==> src/rtl/tspq_pkg.sv <==
// Shared types and constants for the three-level stable priority queue.
`default_nettype none

package tspq_pkg;

    localparam int NUM_LEVELS  = 3;
    localparam int ID_FIELD_W  = 16;
    localparam int LEVEL_W     = 2;
    localparam int S_TDATA_W   = 24;
    localparam int S_TUSER_W   = 1;
    localparam int M_TDATA_W   = 24;
    localparam int M_TUSER_W   = 3;

    localparam logic ACT_ADMIT = 1'b0;
    localparam logic ACT_SERVE = 1'b1;

    typedef enum logic [2:0] {
        ST_ADMITTED  = 3'd0,
        ST_SERVED    = 3'd1,
        ST_EMPTY     = 3'd2,
        ST_FULL      = 3'd3,
        ST_BAD_LEVEL = 3'd4
    } status_t;

    // One request as it travels down the row of level cells.
    typedef struct packed {
        logic                  valid;
        logic                  action;
        logic [LEVEL_W-1:0]    level;
        logic [ID_FIELD_W-1:0] entry_id;
        logic                  done;
        status_t               status;
        logic [LEVEL_W-1:0]    served_level;
    } token_t;

endpackage

`default_nettype wire

==> src/rtl/tspq_store.sv <==
// Shared entry store: one write or one registered read per cycle.
`default_nettype none

module tspq_store #(
    parameter int DEPTH  = 192,
    parameter int ADDR_W = 8,
    parameter int DATA_W = 16
) (
    input  wire logic              aclk,
    input  wire logic              we,
    input  wire logic              re,
    input  wire logic [ADDR_W-1:0] addr,
    input  wire logic [DATA_W-1:0] wdata,
    output logic      [DATA_W-1:0] rdata_reg
);

    logic [DATA_W-1:0] mem [0:DEPTH-1];

    always_ff @(posedge aclk) begin
        if (we) begin
            mem[addr] <= wdata;
        end
        if (re) begin
            rdata_reg <= mem[addr];
        end
    end

endmodule

`default_nettype wire

==> src/rtl/tspq_cell.sv <==
// One level cell: keeps head, tail and count of its level and claims passing requests.
`default_nettype none

module tspq_cell import tspq_pkg::*; #(
    parameter int LEVEL_DEPTH = 64,
    parameter int LEVEL_NUM   = 1,
    parameter int ADDR_W      = 8
) (
    input  wire logic              aclk,
    input  wire logic              aresetn,
    input  wire token_t            tok_in,
    output token_t                 tok_out_reg,
    output logic                   mem_we,
    output logic                   mem_re,
    output logic      [ADDR_W-1:0] mem_addr
);

    localparam int SLOT_W = (LEVEL_DEPTH > 1) ? $clog2(LEVEL_DEPTH) : 1;
    localparam int CNT_W  = $clog2(LEVEL_DEPTH + 1);
    localparam logic [ADDR_W-1:0]  BASE       = ADDR_W'((LEVEL_NUM - 1) * LEVEL_DEPTH);
    localparam logic [SLOT_W-1:0]  LAST_SLOT  = SLOT_W'(LEVEL_DEPTH - 1);
    localparam logic [CNT_W-1:0]   FULL_CNT   = CNT_W'(LEVEL_DEPTH);
    localparam logic [LEVEL_W-1:0] LEVEL_CODE = LEVEL_W'(LEVEL_NUM);

    logic [SLOT_W-1:0] head_reg, head_next;
    logic [SLOT_W-1:0] tail_reg, tail_next;
    logic [CNT_W-1:0]  count_reg, count_next;
    token_t            tok_next;
    logic              hit_admit;
    logic              hit_serve;

    assign hit_admit = tok_in.valid && !tok_in.done && (tok_in.action == ACT_ADMIT)
                       && (tok_in.level == LEVEL_CODE);
    assign hit_serve = tok_in.valid && !tok_in.done && (tok_in.action == ACT_SERVE)
                       && (count_reg != '0);

    always_comb begin
        tok_next   = tok_in;
        head_next  = head_reg;
        tail_next  = tail_reg;
        count_next = count_reg;
        mem_we     = 1'b0;
        mem_re     = 1'b0;
        mem_addr   = '0;
        if (hit_admit) begin
            tok_next.done = 1'b1;
            if (count_reg == FULL_CNT) begin
                tok_next.status = ST_FULL;
            end else begin
                mem_we          = 1'b1;
                mem_addr        = BASE + ADDR_W'(tail_reg);
                tail_next       = (tail_reg == LAST_SLOT) ? '0 : tail_reg + 1'b1;
                count_next      = count_reg + 1'b1;
                tok_next.status = ST_ADMITTED;
            end
        end else if (hit_serve) begin
            mem_re                = 1'b1;
            mem_addr              = BASE + ADDR_W'(head_reg);
            head_next             = (head_reg == LAST_SLOT) ? '0 : head_reg + 1'b1;
            count_next            = count_reg - 1'b1;
            tok_next.done         = 1'b1;
            tok_next.status       = ST_SERVED;
            tok_next.served_level = LEVEL_CODE;
        end
    end

    always_ff @(posedge aclk) begin
        if (!aresetn) begin
            tok_out_reg <= '0;
            head_reg    <= '0;
            tail_reg    <= '0;
            count_reg   <= '0;
        end else begin
            tok_out_reg <= tok_next;
            head_reg    <= head_next;
            tail_reg    <= tail_next;
            count_reg   <= count_next;
        end
    end

endmodule

`default_nettype wire

==> src/rtl/three_level_stable_priority_queue_core.sv <==
// Top level of the three-level stable priority queue.
//
//  Channel | Direction | tdata (low bit up)                    | tuser
//  s_      | in        | level[1:0], entry_id[17:2], zero pad  | action[0]
//  m_      | out       | served_id[15:0], served_level[17:16]  | status[2:0]
//
// A request passes an entry register, one cell per level, a result register and the output
// register, in that order, before its result shows on m_.
// The row of level cells holds one request at a time; a new input transaction is taken once
// the previous result has moved into the output register.
// A synchronous low aresetn empties all three levels; no clearing pass is needed.
// A stalled m_ side holds the result; the next request is still taken behind it.
`default_nettype none

module three_level_stable_priority_queue_core import tspq_pkg::*; #(
    parameter int LEVEL_DEPTH = 64,
    parameter int ID_BITS     = 16
) (
    input  wire logic                 aclk,
    input  wire logic                 aresetn,
    input  wire logic                 s_tvalid,
    output logic                      s_tready,
    input  wire logic [S_TDATA_W-1:0] s_tdata,   // level[1:0], entry_id[17:2], pad[23:18]
    input  wire logic [S_TUSER_W-1:0] s_tuser,   // action[0]
    output logic                      m_tvalid,
    input  wire logic                 m_tready,
    output logic      [M_TDATA_W-1:0] m_tdata,   // served_id[15:0], served_level[17:16], pad
    output logic      [M_TUSER_W-1:0] m_tuser    // status[2:0]
);

    localparam int STORE_DEPTH = NUM_LEVELS * LEVEL_DEPTH;
    localparam int ADDR_W      = $clog2(STORE_DEPTH);

    token_t tok_chain [0:NUM_LEVELS];
    token_t tok_in_reg, tok_in_next;
    token_t tok_last;

    logic              cell_we   [0:NUM_LEVELS-1];
    logic              cell_re   [0:NUM_LEVELS-1];
    logic [ADDR_W-1:0] cell_addr [0:NUM_LEVELS-1];

    logic                  mem_we;
    logic                  mem_re;
    logic [ADDR_W-1:0]     mem_addr;
    logic [ID_FIELD_W-1:0] wr_id;
    logic [ID_BITS-1:0]    mem_rdata;

    logic                  busy_reg, busy_next;
    logic                  res_valid_reg, res_valid_next;
    status_t               res_status_reg, res_status_next;
    logic [ID_FIELD_W-1:0] res_id_reg, res_id_next;
    logic [LEVEL_W-1:0]    res_level_reg, res_level_next;
    logic                  m_tvalid_reg, m_tvalid_next;
    logic [M_TDATA_W-1:0]  m_tdata_reg;
    logic [M_TUSER_W-1:0]  m_tuser_reg;

    logic accept;
    logic move_out;

    assign s_tready = !busy_reg;
    assign accept   = s_tvalid && !busy_reg;
    assign move_out = res_valid_reg && (!m_tvalid_reg || m_tready);

    assign m_tvalid = m_tvalid_reg;
    assign m_tdata  = m_tdata_reg;
    assign m_tuser  = m_tuser_reg;

    always_comb begin
        tok_in_next              = '0;
        tok_in_next.valid        = accept;
        tok_in_next.action       = s_tuser[0];
        tok_in_next.level        = s_tdata[LEVEL_W-1:0];
        tok_in_next.entry_id     = s_tdata[LEVEL_W+ID_FIELD_W-1:LEVEL_W];
        tok_in_next.status       = ST_EMPTY;
    end

    assign tok_chain[0] = tok_in_reg;

    for (genvar g = 0; g < NUM_LEVELS; g++) begin : g_cell
        tspq_cell #(
            .LEVEL_DEPTH (LEVEL_DEPTH),
            .LEVEL_NUM   (g + 1),
            .ADDR_W      (ADDR_W)
        ) u_cell (
            .aclk        (aclk),
            .aresetn     (aresetn),
            .tok_in      (tok_chain[g]),
            .tok_out_reg (tok_chain[g+1]),
            .mem_we      (cell_we[g]),
            .mem_re      (cell_re[g]),
            .mem_addr    (cell_addr[g])
        );
    end

    // Only one request is in the row, so at most one cell asks for the store.
    always_comb begin
        mem_we   = 1'b0;
        mem_re   = 1'b0;
        mem_addr = '0;
        wr_id    = '0;
        for (int i = 0; i < NUM_LEVELS; i++) begin
            if (cell_we[i] || cell_re[i]) begin
                mem_addr = cell_addr[i];
            end
            if (cell_we[i]) begin
                mem_we = 1'b1;
                wr_id  = tok_chain[i].entry_id;
            end
            if (cell_re[i]) begin
                mem_re = 1'b1;
            end
        end
    end

    tspq_store #(
        .DEPTH  (STORE_DEPTH),
        .ADDR_W (ADDR_W),
        .DATA_W (ID_BITS)
    ) u_store (
        .aclk      (aclk),
        .we        (mem_we),
        .re        (mem_re),
        .addr      (mem_addr),
        .wdata     (ID_BITS'(wr_id)),
        .rdata_reg (mem_rdata)
    );

    assign tok_last = tok_chain[NUM_LEVELS];

    // The store read has finished no later than the edge at which the request leaves the last cell.
    always_comb begin
        res_valid_next  = res_valid_reg;
        res_status_next = res_status_reg;
        res_id_next     = res_id_reg;
        res_level_next  = res_level_reg;
        if (tok_last.valid) begin
            res_valid_next = 1'b1;
            if (tok_last.done) begin
                res_status_next = tok_last.status;
            end else if (tok_last.action == ACT_SERVE) begin
                res_status_next = ST_EMPTY;
            end else begin
                res_status_next = ST_BAD_LEVEL;
            end
            if (tok_last.done && (tok_last.status == ST_SERVED)) begin
                res_id_next    = ID_FIELD_W'(mem_rdata);
                res_level_next = tok_last.served_level;
            end else begin
                res_id_next    = '0;
                res_level_next = '0;
            end
        end else if (move_out) begin
            res_valid_next = 1'b0;
        end
    end

    always_comb begin
        busy_next = busy_reg;
        if (accept) begin
            busy_next = 1'b1;
        end else if (move_out) begin
            busy_next = 1'b0;
        end
        m_tvalid_next = m_tvalid_reg;
        if (move_out) begin
            m_tvalid_next = 1'b1;
        end else if (m_tready) begin
            m_tvalid_next = 1'b0;
        end
    end

    always_ff @(posedge aclk) begin
        if (!aresetn) begin
            tok_in_reg    <= '0;
            busy_reg      <= 1'b0;
            res_valid_reg <= 1'b0;
            m_tvalid_reg  <= 1'b0;
        end else begin
            tok_in_reg    <= tok_in_next;
            busy_reg      <= busy_next;
            res_valid_reg <= res_valid_next;
            m_tvalid_reg  <= m_tvalid_next;
        end
    end

    always_ff @(posedge aclk) begin
        res_status_reg <= res_status_next;
        res_id_reg     <= res_id_next;
        res_level_reg  <= res_level_next;
        if (move_out) begin
            m_tdata_reg <= M_TDATA_W'({res_level_reg, res_id_reg});
            m_tuser_reg <= res_status_reg;
        end
    end

endmodule

`default_nettype wire

==> config.mk <==
export PLATFORM = sky130hd
export DESIGN_NAME = three_level_stable_priority_queue_core
export DESIGN_NICKNAME = d
export VERILOG_FILES = /design/src/rtl/tspq_pkg.sv /design/src/rtl/tspq_store.sv /design/src/rtl/tspq_cell.sv /design/src/rtl/three_level_stable_priority_queue_core.sv
export SDC_FILE = /design/constraint.sdc
export NUM_CORES = 2
export LEC_CHECK = 0
export ABC_CLOCK_PERIOD_IN_PS = 17400
export CORE_ASPECT_RATIO = 1.25
export CORE_MARGIN = 4
export CORE_UTILIZATION = 70
export CTS_BUF_LIST = sky130_fd_sc_hd__clkbuf_4 sky130_fd_sc_hd__clkbuf_8
export DETAILED_ROUTE_END_ITERATION = 10
export DONT_BUFFER_PORTS = 1
export PLACE_DENSITY = 0.91
export REMOVE_ABC_BUFFERS = 1
export SLEW_MARGIN = 40
export SYNTH_ARGS = -nofsm -noshare
export SYNTH_HDL_FRONTEND = slang
export SYNTH_HIERARCHICAL = 1
export SYNTH_SLANG_ARGS = --single-unit
export TNS_END_PERCENT = 1
==> constraint.sdc <==
create_clock -name aclk -period 17.4 [get_ports aclk]
set_input_delay 4.35 -clock aclk [delete_from_list [all_inputs] [get_ports aclk]]
set_output_delay 4.35 -clock aclk [all_outputs]
set_load 0.02 [all_outputs]
==> results of run 1 <==
## per-stage QoR
stage	area (um2)	std cells	setup slack (ps)
floorplan	125000	5344	-81260
global placement	130000	7976	9510
==> impl_metrics.ini, run 1 <==
[die]
die_x_um = 388
ios = 58
start_util_pct = 70.6
fp-row-count = 173
die_y_um = 483

[outcome]
first-error = [ERROR DPL-0033] detailed placement checks failed during check placement.
status = did not finish
haltStage = detailed placement

[placed_design]
gp_congestion = 0.888
hpwl_mm = 223
port_buffers = 0

[logic_synthesis]
syn_inst = 5639
syn_area_per_cell_um2 = 22.4
yosysWarnings = 6
netlist_area_um2 = 126000
==> run 2: changes to the inputs <==
CORE_ASPECT_RATIO = default   (was 1.25)
CORE_UTILIZATION = 40   (was 70)
CTS_BUF_LIST = default   (was sky130_fd_sc_hd__clkbuf_4 sky130_fd_sc_hd__clkbuf_8)
PLACE_DENSITY = default   (was 0.91)
PLACE_DENSITY_LB_ADDON = 0.15   (was default)
==> run 2 against run 1 <==
  * The run now ends clean
  * Synthesized cell count stayed put
  * Area after synthesis stayed put
==> impl_metrics.ini, run 2 <==
[drt]
wire_per_inst_um = 30.8
drt-total-wl_mm = 322
drt.antenna.violating_nets = 0
drc = 0
drt-initial-drc-count = 6560
vias = 59495
viasPerCell = 5.70
drt-pass1-iter-count = 5

[hold_path]
hp-class = flip-flop to flip-flop

[die]
ios = 58
die_x_um = 570
die_y_um = 570
die_area_um2 = 324000
fp-row-count = 205
core-area_um2 = 313000
start_util_pct = 40.3

[clocking]
clock_sinks = 3271
cts_tree = built
post_cts_buffers = 0
cts.clk_slew.worst_paths_ps = 60
cts_buffer_depth = 4
numCtsBuffers = 349
cts_hold_buf = 0
htree_num_levels = 5
clk_latency_ps = 910
cts_root_buf = clkbuf_16
cts_resized = 0

[layout]
fin_nets = 6075
final_common_cell = edfxtp_1
areaGrowthSynthToFinish_pct = 14.5
largest_reg_flops = 3072
final_layout_size_suffix_gt1_share_pct = 30.4
most-common-layout-cells = edfxtp_1 (3130), mux4_2 (936), clkbuf_16 (352)

[critical_path]
rr_startpoint = g_cell[1].u_cell/count_reg[0]$_SDFFE_PN0P_
r2r-end = u_store/rdata_reg[8]$_DFFE_PP_
r2r_cells = 18
worstPathArrival_ps = 7990
endpoint = u_store/rdata_reg[8]$_DFFE_PP_
path_max_fanout = 104
cp-start-kind = flip-flop
r2r_setup_slack_ps = 9960
critPathKind = flip-flop to flip-flop
worst_ep_required_time_ps = 17950
setup.worst_path.start = g_cell[1].u_cell/count_reg[0]$_SDFFE_PN0P_
cp-end-kind = flip-flop

[power_and_ir_drop]
total_leakage_power_nw = 40.3
powerDensity_nw_per_um2 = 108
p_total_mw = 15.6
peakVddDrop_uv = 76.9

[sta]
tightestPinTransition_ps = 897
finalSetupViolCount = 0
period_share_pct = 42.7
max_clock_freq_mhz = 134
hold_viol = 0
rsz0062_at_grt = no
fin_crit_ps = 7440
skew_ps = 53.3
slew_viol_final = 0
setup-tns-final_ps = 0
slew_headroom_pct = 39.8

[placed_design]
port_buffers = 0
gp_congestion = 0.779
hpwl_mm = 180

[logic_synthesis]
netlist_area_um2 = 126000
syn_inst = 5639
syn_area_per_cell_um2 = 22.4
yosysWarnings = 6

[global_routing]
grt_pass1_vias = 61057
grt_pass1_wl_mm = 458
grt_overflow_total = 0
grt_start_max_net_pins = 193
antenna_found_initial = 24
grtUsageTotal_pct = 19.6

[flow_run]
maxCapViolations = 0

[outcome]
status = complete, no violations
run 2: critical path, cell delays in order (launching register included):
cell and delay (ps):
dfxtp_1 340, nor4_2 430, nand3_1 210, nand2_1 270, clkinv_1 100, buf_4 250
nor2_1 390, nand3_1 200, a31oi_4 190, buf_4 530, buf_12 540, buf_6 610
buf_4 750, mux4_2 460, mux4_2 490, mux2i_1 140, nor3b_1 120, a311oi_1 320
nand4b_1 320
run 2: power by group:
group / internal [mW] / leakage [nW] / total [mW] / switching [mW]
logic: 0.00964 / 8.46 / 0.0337 / 0.0241
registers: 8.51 / 26.6 / 8.51 / 0.00533
clock network: 3.95 / 5.23 / 7.01 / 3.06
total: 12.5 / 40.3 / 15.6 / 3.09
run 2: routing by layer:
metal / share of wire [%] / track usage, % / up-vias
met1: 42 / 27.7 / 32563
met2: 49 / 32.2 / 1956
li1: - / - / 24545
met4: 2.3 / 4.61 / 4
met5: 0.0062 / 0 / -
met3: 6.5 / 3.30 / 427
run 2: through the flow:
stage | setup slack (ps) | hold WS (ps) | instance area (um2) | utilization (%) | instances
5_1_grt | 9630 | 423 | 144000 | 46.1 | 10428
3_3_place_gp | 9410 | 402 | 133000 | 42.5 | 9788
6_report | 9960 | 417 | 144000 | 46.1 | 10431
2_1_floorplan | -81260 | 400 | 125000 | - | 5344
3_5_place_dp | 9550 | 405 | 133000 | 42.6 | 9796
4_1_cts | 9520 | 417 | 144000 | 46.0 | 10414
run 2: area by class of cell:
cell class	count	area [um2]
Antenna cell	4	10.0
Clock buffer	432	9110
Clock inverter	186	1660
Fill cell	25976	169000
Inverter	26	100
Multi-Input combinational cell	2047	28500
Sequential cell	3271	96800
Tap cell	4140	5180
Timing Repair Buffer	325	3040
run 2: worst min path at each step:
| stage | endpoint | slack, ps | startpoint | cells past startpoint |
|---|---|---|---|---|
| after floorplan | m_tdata[0]$_DFFE_PP_ | 400 | res_id_reg[0]$_SDFFCE_PN0P_ | 0 |
| after global placement | m_tdata[6]$_DFFE_PP_ | 400 | res_id_reg[6]$_SDFFCE_PN0P_ | 0 |
| after detailed placement | m_tdata[13]$_DFFE_PP_ | 400 | res_id_reg[13]$_SDFFCE_PN0P_ | 0 |
| after CTS | m_tdata[13]$_DFFE_PP_ | 420 | res_id_reg[13]$_SDFFCE_PN0P_ | 0 |
| after global routing | m_tdata[0]$_DFFE_PP_ | 420 | res_id_reg[0]$_SDFFCE_PN0P_ | 0 |
| final | m_tdata[3]$_DFFE_PP_ | 420 | res_id_reg[3]$_SDFFCE_PN0P_ | 0 |
Power figures use the tool's default switching activity.
